$ cat config.mk
export PLATFORM = sky130hd
export DESIGN_NAME = mips64_multiply_divide_unit
export DESIGN_NICKNAME = d
export VERILOG_FILES = /design/src/design/mmdu_pkg.sv /design/src/design/mips64_multiply_divide_unit.sv
export SDC_FILE = /design/constraint.sdc
export NUM_CORES = 2
export LEC_CHECK = 0
export BUFFER_PORTS_ARGS = -buffer_cell sky130_fd_sc_hd__buf_4
export CAP_MARGIN = 20
export CELL_PAD_IN_SITES_DETAIL_PLACEMENT = 0
export CELL_PAD_IN_SITES_GLOBAL_PLACEMENT = 2
export CORE_AREA = 2 2 461 234
export CTS_CLUSTER_SIZE = 25
export DETAILED_ROUTE_END_ITERATION = 7
export DIE_AREA = 0 0 463 236
export HOLD_SLACK_MARGIN = 0.08
export MAX_ROUTING_LAYER = met4
export PLACE_DENSITY = 0.84
export SLEW_MARGIN = 20
export SYNTH_ARGS = -nofsm -noshare
export SYNTH_HDL_FRONTEND = slang
export SYNTH_SLANG_ARGS = --single-unit
$ cat constraint.sdc
create_clock -name clk_i -period 7.12 [get_ports clk_i]
set_input_delay 1.424 -clock clk_i [delete_from_list [all_inputs] [get_ports clk_i]]
set_output_delay 1.424 -clock clk_i [all_outputs]
set_load 0.005 [all_outputs]
$ cat src/design/mmdu_pkg.sv
`timescale 1ns / 1ps
`default_nettype none

package mmdu_pkg;

  localparam int unsigned DataW     = 64;
  localparam int unsigned HalfW     = 32;
  localparam int unsigned CmdW      = 4;
  localparam int unsigned InTdataW  = 136;  // 4 + 64 + 64 = 132, padded to whole bytes
  localparam int unsigned OutTdataW = 192;  // 3 x 64
  localparam int unsigned StepCntW  = 6;    // 64 radix-2 steps

  typedef enum logic [CmdW-1:0] {
    CMD_MULT   = 4'd0,
    CMD_MULTU  = 4'd1,
    CMD_DIV    = 4'd2,
    CMD_DIVU   = 4'd3,
    CMD_DMULT  = 4'd4,
    CMD_DMULTU = 4'd5,
    CMD_DDIV   = 4'd6,
    CMD_DDIVU  = 4'd7,
    CMD_MTHI   = 4'd8,
    CMD_MTLO   = 4'd9,
    CMD_MFHI   = 4'd10,
    CMD_MFLO   = 4'd11
  } cmd_e;

  typedef enum logic [2:0] {
    ST_IDLE,
    ST_PREP_A,
    ST_PREP_B,
    ST_RUN,
    ST_FIX_A,
    ST_FIX_B,
    ST_DONE
  } state_e;

  function automatic logic [DataW-1:0] sext32(input logic [HalfW-1:0] v);
    return {{(DataW-HalfW){v[HalfW-1]}}, v};
  endfunction

  function automatic logic [DataW-1:0] zext32(input logic [HalfW-1:0] v);
    return {{(DataW-HalfW){1'b0}}, v};
  endfunction

endpackage

`default_nettype wire

$ cat src/design/mips64_multiply_divide_unit.sv
`timescale 1ns / 1ps
`default_nettype none
// A multiply or divide request passes the sign-prep states PREP_A and PREP_B, 64 radix-2
// steps of the shared 65-bit add/subtract unit, the sign-fix states FIX_A and FIX_B and the
// commit state; a move-to or move-from request goes straight to the commit state.
// A new request is taken only once the last one has committed, and also while a finished result
// still waits in the output register; its commit holds until that register is free.
// Reset: asynchronous, active low; clears HI, LO, the sequencer and the output valid.

module mips64_multiply_divide_unit (
  input  wire logic                               clk_i,
  input  wire logic                               rst_ni,
  // command [3:0], operand_a [67:4], operand_b [131:68], zero pad [135:132]
  input  wire logic [mmdu_pkg::InTdataW-1:0]      s_axis_tdata,
  input  wire logic                               s_axis_tvalid,
  output logic                                    s_axis_tready,
  // read_data [63:0], hi_after [127:64], lo_after [191:128]
  output logic [mmdu_pkg::OutTdataW-1:0]          m_axis_tdata,
  output logic                                    m_axis_tvalid,
  input  wire logic                               m_axis_tready
);

  localparam int unsigned DataW = mmdu_pkg::DataW;
  localparam int unsigned HalfW = mmdu_pkg::HalfW;
  localparam int unsigned CmdW  = mmdu_pkg::CmdW;

  // Unpack the request.
  mmdu_pkg::cmd_e   in_cmd;
  logic [DataW-1:0] in_a;
  logic [DataW-1:0] in_b;

  assign in_cmd = mmdu_pkg::cmd_e'(s_axis_tdata[CmdW-1:0]);
  assign in_a   = s_axis_tdata[CmdW +: DataW];
  assign in_b   = s_axis_tdata[CmdW+DataW +: DataW];

  // Sequencer and datapath registers.
  mmdu_pkg::state_e state_q, state_d;
  mmdu_pkg::cmd_e   cmd_q, cmd_d;
  logic [mmdu_pkg::StepCntW-1:0] cnt_q, cnt_d;
  logic             is_div_q, is_div_d;
  logic             neg_a_q, neg_a_d;      // operand a negative and needs sign handling
  logic             neg_b_q, neg_b_d;
  logic [DataW-1:0] opa_q, opa_d;          // multiplicand, or value for a move-to
  logic [DataW-1:0] opb_q, opb_d;          // multiplier copy, or divisor magnitude
  logic [DataW-1:0] acc_q, acc_d;          // product high half, or partial remainder
  logic [DataW-1:0] shr_q, shr_d;          // multiplier bits / product low half, or quotient
  logic [DataW-1:0] hi_q, hi_d;
  logic [DataW-1:0] lo_q, lo_d;

  // Output register.
  logic             ovalid_q, ovalid_d;
  logic [DataW-1:0] ord_q, ord_d;
  logic [DataW-1:0] ohi_q, ohi_d;
  logic [DataW-1:0] olo_q, olo_d;

  // The one shared add/subtract unit: sum = x + y, or x - y with the borrow-free carry in bit 65.
  logic [DataW:0]   add_x;
  logic [DataW:0]   add_y;
  logic             add_sub;
  logic [DataW+1:0] add_sum;

  assign add_sum = {1'b0, add_x} + {1'b0, add_y ^ {(DataW+1){add_sub}}}
                 + {{(DataW+1){1'b0}}, add_sub};

  assign s_axis_tready = (state_q == mmdu_pkg::ST_IDLE);
  assign m_axis_tvalid = ovalid_q;
  assign m_axis_tdata  = {olo_q, ohi_q, ord_q};

  // Locals of the next-state block.
  logic [DataW-1:0] a_ext;
  logic [DataW-1:0] b_ext;
  logic             in_div;
  logic             in_arith;
  logic             in_signed;
  logic             quo_ge;
  logic [DataW:0]   mul_part;
  logic [DataW-1:0] new_hi;
  logic [DataW-1:0] new_lo;
  logic [DataW-1:0] new_rd;

  always_comb begin
    state_d   = state_q;
    cmd_d     = cmd_q;
    cnt_d     = cnt_q;
    is_div_d  = is_div_q;
    neg_a_d   = neg_a_q;
    neg_b_d   = neg_b_q;
    opa_d     = opa_q;
    opb_d     = opb_q;
    acc_d     = acc_q;
    shr_d     = shr_q;
    hi_d      = hi_q;
    lo_d      = lo_q;
    ovalid_d  = ovalid_q;
    ord_d     = ord_q;
    ohi_d     = ohi_q;
    olo_d     = olo_q;
    add_x     = '0;
    add_y     = '0;
    add_sub   = 1'b1;
    a_ext     = in_a;
    b_ext     = in_b;
    in_div    = 1'b0;
    in_arith  = 1'b1;
    in_signed = 1'b0;
    quo_ge    = 1'b0;
    mul_part  = '0;
    new_hi    = hi_q;
    new_lo    = lo_q;
    new_rd    = '0;

    // Drop the result once the consumer takes it.
    if (ovalid_q && m_axis_tready) begin
      ovalid_d = 1'b0;
    end

    // Operand conditioning for a fresh request.
    case (in_cmd)
      mmdu_pkg::CMD_MULT: begin
        // Sign-extended operands make the low 64 bits of the unsigned product the signed one.
        a_ext = mmdu_pkg::sext32(in_a[HalfW-1:0]);
        b_ext = mmdu_pkg::sext32(in_b[HalfW-1:0]);
      end
      mmdu_pkg::CMD_MULTU: begin
        a_ext = mmdu_pkg::zext32(in_a[HalfW-1:0]);
        b_ext = mmdu_pkg::zext32(in_b[HalfW-1:0]);
      end
      mmdu_pkg::CMD_DIV: begin
        a_ext     = mmdu_pkg::sext32(in_a[HalfW-1:0]);
        b_ext     = mmdu_pkg::sext32(in_b[HalfW-1:0]);
        in_div    = 1'b1;
        in_signed = 1'b1;
      end
      mmdu_pkg::CMD_DIVU: begin
        a_ext  = mmdu_pkg::zext32(in_a[HalfW-1:0]);
        b_ext  = mmdu_pkg::zext32(in_b[HalfW-1:0]);
        in_div = 1'b1;
      end
      mmdu_pkg::CMD_DMULT: begin
        in_signed = 1'b1;
      end
      mmdu_pkg::CMD_DMULTU: begin
        in_signed = 1'b0;
      end
      mmdu_pkg::CMD_DDIV: begin
        in_div    = 1'b1;
        in_signed = 1'b1;
      end
      mmdu_pkg::CMD_DDIVU: begin
        in_div = 1'b1;
      end
      default: begin
        in_arith = 1'b0;
      end
    endcase

    case (state_q)
      mmdu_pkg::ST_IDLE: begin
        if (s_axis_tvalid) begin
          cmd_d    = in_cmd;
          is_div_d = in_div;
          neg_a_d  = in_signed & a_ext[DataW-1];
          neg_b_d  = in_signed & b_ext[DataW-1];
          opa_d    = a_ext;
          opb_d    = b_ext;
          acc_d    = '0;
          shr_d    = in_div ? a_ext : b_ext;
          state_d  = in_arith ? mmdu_pkg::ST_PREP_A : mmdu_pkg::ST_DONE;
        end
      end
      mmdu_pkg::ST_PREP_A: begin
        // Take the dividend magnitude.
        add_y = {1'b0, shr_q};
        if (is_div_q && neg_a_q) begin
          shr_d = add_sum[DataW-1:0];
        end
        state_d = mmdu_pkg::ST_PREP_B;
      end
      mmdu_pkg::ST_PREP_B: begin
        // Take the divisor magnitude.
        add_y = {1'b0, opb_q};
        if (is_div_q && neg_b_q) begin
          opb_d = add_sum[DataW-1:0];
        end
        cnt_d   = '0;
        state_d = mmdu_pkg::ST_RUN;
      end
      mmdu_pkg::ST_RUN: begin
        if (is_div_q) begin
          // Restoring step: shift in the next dividend bit, keep the difference if no borrow.
          add_x  = {acc_q, shr_q[DataW-1]};
          add_y  = {1'b0, opb_q};
          quo_ge = add_sum[DataW+1];
          acc_d  = quo_ge ? add_sum[DataW-1:0] : add_x[DataW-1:0];
          shr_d  = {shr_q[DataW-2:0], quo_ge};
        end else begin
          // Shift-add step: add the multiplicand on a set multiplier bit, shift right.
          add_x    = {1'b0, acc_q};
          add_y    = {1'b0, opa_q};
          add_sub  = 1'b0;
          mul_part = shr_q[0] ? add_sum[DataW:0] : add_x;
          acc_d    = mul_part[DataW:1];
          shr_d    = {mul_part[0], shr_q[DataW-1:1]};
        end
        cnt_d = cnt_q + 1'b1;
        if (cnt_q == '1) begin
          state_d = mmdu_pkg::ST_FIX_A;
        end
      end
      mmdu_pkg::ST_FIX_A: begin
        if (is_div_q) begin
          // Quotient is negative when the signs differ.
          add_y = {1'b0, shr_q};
          if (neg_a_q ^ neg_b_q) begin
            shr_d = add_sum[DataW-1:0];
          end
        end else begin
          // Signed high half: subtract b when a is negative.
          add_x = {1'b0, acc_q};
          add_y = {1'b0, opb_q};
          if (neg_a_q) begin
            acc_d = add_sum[DataW-1:0];
          end
        end
        state_d = mmdu_pkg::ST_FIX_B;
      end
      mmdu_pkg::ST_FIX_B: begin
        if (is_div_q) begin
          // Remainder takes the sign of the dividend.
          add_y = {1'b0, acc_q};
          if (neg_a_q) begin
            acc_d = add_sum[DataW-1:0];
          end
        end else begin
          // Signed high half: subtract a when b is negative.
          add_x = {1'b0, acc_q};
          add_y = {1'b0, opa_q};
          if (neg_b_q) begin
            acc_d = add_sum[DataW-1:0];
          end
        end
        state_d = mmdu_pkg::ST_DONE;
      end
      mmdu_pkg::ST_DONE: begin
        case (cmd_q)
          mmdu_pkg::CMD_MULT, mmdu_pkg::CMD_MULTU: begin
            new_hi = mmdu_pkg::sext32(shr_q[DataW-1:HalfW]);
            new_lo = mmdu_pkg::sext32(shr_q[HalfW-1:0]);
          end
          mmdu_pkg::CMD_DIV, mmdu_pkg::CMD_DIVU: begin
            new_hi = mmdu_pkg::sext32(acc_q[HalfW-1:0]);
            new_lo = mmdu_pkg::sext32(shr_q[HalfW-1:0]);
          end
          mmdu_pkg::CMD_DMULT, mmdu_pkg::CMD_DMULTU,
          mmdu_pkg::CMD_DDIV, mmdu_pkg::CMD_DDIVU: begin
            new_hi = acc_q;
            new_lo = shr_q;
          end
          mmdu_pkg::CMD_MTHI: begin
            new_hi = opa_q;
          end
          mmdu_pkg::CMD_MTLO: begin
            new_lo = opa_q;
          end
          mmdu_pkg::CMD_MFHI: begin
            new_rd = hi_q;
          end
          mmdu_pkg::CMD_MFLO: begin
            new_rd = lo_q;
          end
          default: begin
            new_rd = '0;
          end
        endcase
        // Commit HI/LO and the result together once the output register is free.
        if (!ovalid_q || m_axis_tready) begin
          hi_d     = new_hi;
          lo_d     = new_lo;
          ord_d    = new_rd;
          ohi_d    = new_hi;
          olo_d    = new_lo;
          ovalid_d = 1'b1;
          state_d  = mmdu_pkg::ST_IDLE;
        end
      end
      default: begin
        state_d = mmdu_pkg::ST_IDLE;
      end
    endcase
  end

  // Control and architectural state.
  always_ff @(posedge clk_i or negedge rst_ni) begin
    if (!rst_ni) begin
      state_q  <= mmdu_pkg::ST_IDLE;
      cnt_q    <= '0;
      ovalid_q <= 1'b0;
      hi_q     <= '0;
      lo_q     <= '0;
    end else begin
      state_q  <= state_d;
      cnt_q    <= cnt_d;
      ovalid_q <= ovalid_d;
      hi_q     <= hi_d;
      lo_q     <= lo_d;
    end
  end

  // Payload registers.
  always_ff @(posedge clk_i) begin
    cmd_q    <= cmd_d;
    is_div_q <= is_div_d;
    neg_a_q  <= neg_a_d;
    neg_b_q  <= neg_b_d;
    opa_q    <= opa_d;
    opb_q    <= opb_d;
    acc_q    <= acc_d;
    shr_q    <= shr_d;
    ord_q    <= ord_d;
    ohi_q    <= ohi_d;
    olo_q    <= olo_d;
  end

  // A result only ever appears out of the commit state.
  a_result_from_done: assert property (@(posedge clk_i) disable iff (!rst_ni)
    $rose(m_axis_tvalid) |-> $past(state_q == mmdu_pkg::ST_DONE))
    else $error("result raised outside the commit state");

  // The iteration loop runs all 64 steps before the sign fix-up.
  a_full_iteration: assert property (@(posedge clk_i) disable iff (!rst_ni)
    (state_q == mmdu_pkg::ST_RUN && state_d != mmdu_pkg::ST_RUN) |-> cnt_q == '1)
    else $error("iteration loop left early");

  // HI and LO change only at commit, and the result shows the committed values.
  a_hilo_commit: assert property (@(posedge clk_i) disable iff (!rst_ni)
    (!$stable(hi_q) || !$stable(lo_q)) |->
      ($past(state_q == mmdu_pkg::ST_DONE) && ohi_q == hi_q && olo_q == lo_q))
    else $error("HI/LO updated outside commit");

endmodule

`default_nettype wire
==> impl_metrics.yaml <==
run_status:
  run_status: "finished, final reports clean"
synth:
  synth.avg_cell_area_sq_um: 10.2
  synth.distinct_cells: 84
  dominantRegCellSynth: "edfxtp_1"
  ys_seq_area_share_pct: 45.4
  synth_area_leaders: "edfxtp_1, dfrtp_1, mux2_2"
  ys_async_sr_fraction_pct: 23.3
  netlist.top_cell.by_area: "edfxtp_1"
  synth-edff-count: 455
  postSynthNetCount: 3890
  synth.yosys.warnings: 0
  synth_largest_type_area_fraction_pct: 36.2
  netlist_instances: 3684
  netlist_area_sq_mm: 0.0377
  synth.ff_latch_count: 593
clock_network:
  cts.clk_slew.worst_paths_ns: 0.07
  cts_tree: "built"
  cts_resized: 0
  post_cts_hold_buffer_count: 0
  post_cts.repair.setup_buffers: 0
  worstSkewPairLatency_ns: 0.68
  cts-htree-levels: 2
  tritoncts_num_sinks: 593
  cts_max_path_buffers: 3
  cts_root_buffer: "clkbuf_16"
  cts_buffers: 54
final_layout:
  areaGrowthSynthToFinish_pct: 16.9
  finalNetCount: 4071
  ff_latch_area_sq_mm: 0.0171
  instances_no_fill: 5351
  postLayoutCoreUtil_pct: 41.6
  multi_input_area_sq_mm: 0.0194
  drive_above_1_share_pct: 20.5
  num-fill-cells: 10264
die:
  floorplan.die_area_sq_mm: 0.109
  core_area_sq_mm: 0.106
  rows: 85
  floorplan.initialDensity_pct: 35.6
  floorplan.die.height_microns: 236
  dieWidth_microns: 463
  top_level_i_o_count: 334
worst_hold_path:
  hold-path-endpoint: "cnt_q[5]"
  worstHoldPathType: "register to register"
  worstHoldStart: "cnt_q[5]"
  whs_path_depth: 1
critical_path:
  start_kind: "register"
  criticalPathCategory: "register to register"
  worst_r2r_startpoint: "state_q[0]"
  cp_data_arrival_time_ns: 7.08
  critPathMostFrequentCell: "a21oi_1"
  regToRegEndpoint: "acc_q[39]"
  worst_path_dominant_cell_family: "compound AO/OA/AOI/OAI gates"
  worstPathBufferInverterCount: 2
  crit_cells: 17
  critical_path.slowest_cell: "and3b_4"
  cp_slowest_stage_delay_ns: 0.85
  cp_max_fo: 42
  cp_data_required_time_ns: 7.53
  worst_r2r_path_depth: 17
  reg2reg_setup_slack_ns: 0.45
  path_cells: "and3b_4, buf_12, a221oi_1, o21ai_0, xnor2_1, ha_1, a21oi_1, o21ai_1, a21oi_1, o21bai_1, a21oi_1, o211ai_2, a31oi_4, buf_12, mux2_2, a222oi_1, o21ai_0"
  timing.critical_path.to_type: "register"
placed_design:
  place_worst_setup_slack_ns: 0.810
  dp.cells: 5243
  finalWeightedCongestion: 1.01
  dp_hpwl_mm: 118
  io_buffers: 329
detailed_routing:
  drt_pass1_iterations: 7
  post_drt_via_cell_ratio: 6.40
  drt_wl_total_mm: 165
  detail-route-antenna-nets: 0
  drt_iter0_drc: 5673
  vias_after_detailed_routing: 34235
  drc: 0
  drt-wirelength-per-cell_microns: 30.7
pwr:
  share_seq_of_total_power_pct: 28.7
  switchingPower_mw: 13.2
  power.density_cell_area_mw_per_mm2: 584
  swShare_pct: 51.2
  combinational_power_share_pct: 58.4
  power_frac_clock_pct: 12.8
  leakage_nw: 17.1
  p_int_mw: 12.6
  peakVddDrop_uv: 501
global_route:
  antenna_violations_before_repair: 4
  gr-total-overflow: 0
  global_route_total_usage_across_every_layer_pct: 29.8
  first_global_vias: 31252
  grt_met2_use_pct: 39.9
  global_route.peak_usage_layer: "met1"
  global_routing_met1_resource_utilization_pct: 43.6
  grt_pass1_wl_mm: 234
  grt_util_met3_pct: 9.55
  grt_start_max_net_pins: 172
sta:
  setup_tns_ns: 0
  timing.final.ws_setup_ns: 0.447
  worst_clock_skew_ns: 0.0421
  report.final.setup_viol: 0
  rsz0062_at_grt: "false"
  timing.slew.headroom_pct: 19.8
  fmax_mhz: 150
  period_minus_slack_ns: 6.67
  number_of_max_slew_violations_in_the_final_report: 0
  layout_worst_path_cycle_share_pct: 93.7
  worst_pin_slew_ns: 1.20
  timing_hold_violations_final: 0
job:
  cap_viol_max_count: 0
## metrics by stage
step,instance area [sq um],hold WS [ns],power (mW)
after detailed placement,42100,0.510,21.8
after global placement,42100,0.498,21.7
after floorplan,37700,0.480,15.9
final,44100,0.526,25.7
after CTS,44000,0.525,25.1
after global routing,44100,0.550,26.9
## layout make-up
| class | count | share of cell area, % |
|---|---|---|
| Tap cell | 1435 | 4.07 |
| Inverter | 33 | 0.281 |
| Multi-Input combinational cell | 2731 | 44.1 |
| Clock inverter | 23 | 0.670 |
| Antenna cell | 6 | 0.0341 |
| Timing Repair Buffer | 452 | 8.29 |
| Clock buffer | 78 | 3.76 |
| Sequential cell | 593 | 38.8 |
## state kept, by name, summed over array words and instances, names as in the netlist, 64 cells and up
signal	flops
acc_q	64
hi_q	64
lo_q	64
ohi_q	64
olo_q	64
opa_q	64
opb_q	64
ord_q	64
shr_q	64
## cell usage in the layout, fill, tap and decap left out, types with 74 or more instances in the layout
| cell | n |
|---|---|
| a21o_1 | 74 |
| a21oi_1 | 332 |
| a221oi_1 | 134 |
| a22oi_1 | 89 |
| buf_4 | 431 |
| dfrtp_1 | 138 |
| edfxtp_1 | 455 |
| mux2_2 | 202 |
| mux2i_1 | 222 |
| nand2_1 | 301 |
| nor2_1 | 282 |
| o21ai_0 | 166 |
| o221ai_1 | 74 |
| xnor2_1 | 95 |
## how the worst max path moves through the flow
stage	slack [ns]	endpoint	start
2_1_floorplan	0.33	shr_q[0]	is_div_q
3_3_place_gp	0.86	acc_q[58]	is_div_q
3_5_place_dp	0.81	acc_q[58]	is_div_q
4_1_cts	0.76	acc_q[58]	state_q[0]
5_1_grt	0.31	acc_q[39]	state_q[0]
6_report	0.45	acc_q[39]	state_q[0]
## synthesized netlist by cell type (27+ instances only)
cell / instances
o211ai_1: 35
nor2_1: 291
a222oi_1: 69
dfrtp_1: 138
a221o_1: 70
edfxtp_1: 455
o221ai_1: 74
a22o_1: 68
nand2_1: 304
nor2b_1: 45
mux2i_1: 222
xnor2_1: 95
nor3_1: 34
o21ai_0: 167
a22oi_1: 90
a21oi_1: 334
buf_1: 31
nand4_1: 27
clkbuf_1: 280
a21o_1: 74
mux2_2: 202
inv_1: 28
ha_1: 65
a221oi_1: 134
nand3_1: 51
## per-layer routing
layer  vias up  routed length, microns
li1      14813                       -
met1     17145                   73100
met2      2092                   66500
met3       185                   21800
met4         0                    3120
met5         -                       0
## kinds of logic (layout without fill, tap and decap cells)
family          Yosys count  count (layout)  synth area share (%)
buf+inv                 360             586                  3.68
other cells               0               6                     0
flops                   593             593                  45.4
xor+xnor                118             118                  2.74
fa+ha+maj                66              66                  2.21
mux                     424             424                  11.9
simple gates            840             840                  9.85
compound gates         1283            1283                  24.2
## power by group through the flow
stage	Clock (mW)	Combinational (mW)	Sequential, mW
after floorplan	0	9.38	6.49
after global placement	0	14.4	7.31
after detailed placement	0	14.4	7.34
after CTS	3.33	14.5	7.28
after global routing	3.47	15.9	7.48
final	3.31	15.0	7.40
No activity file was read; power rests on OpenSTA's default activity.
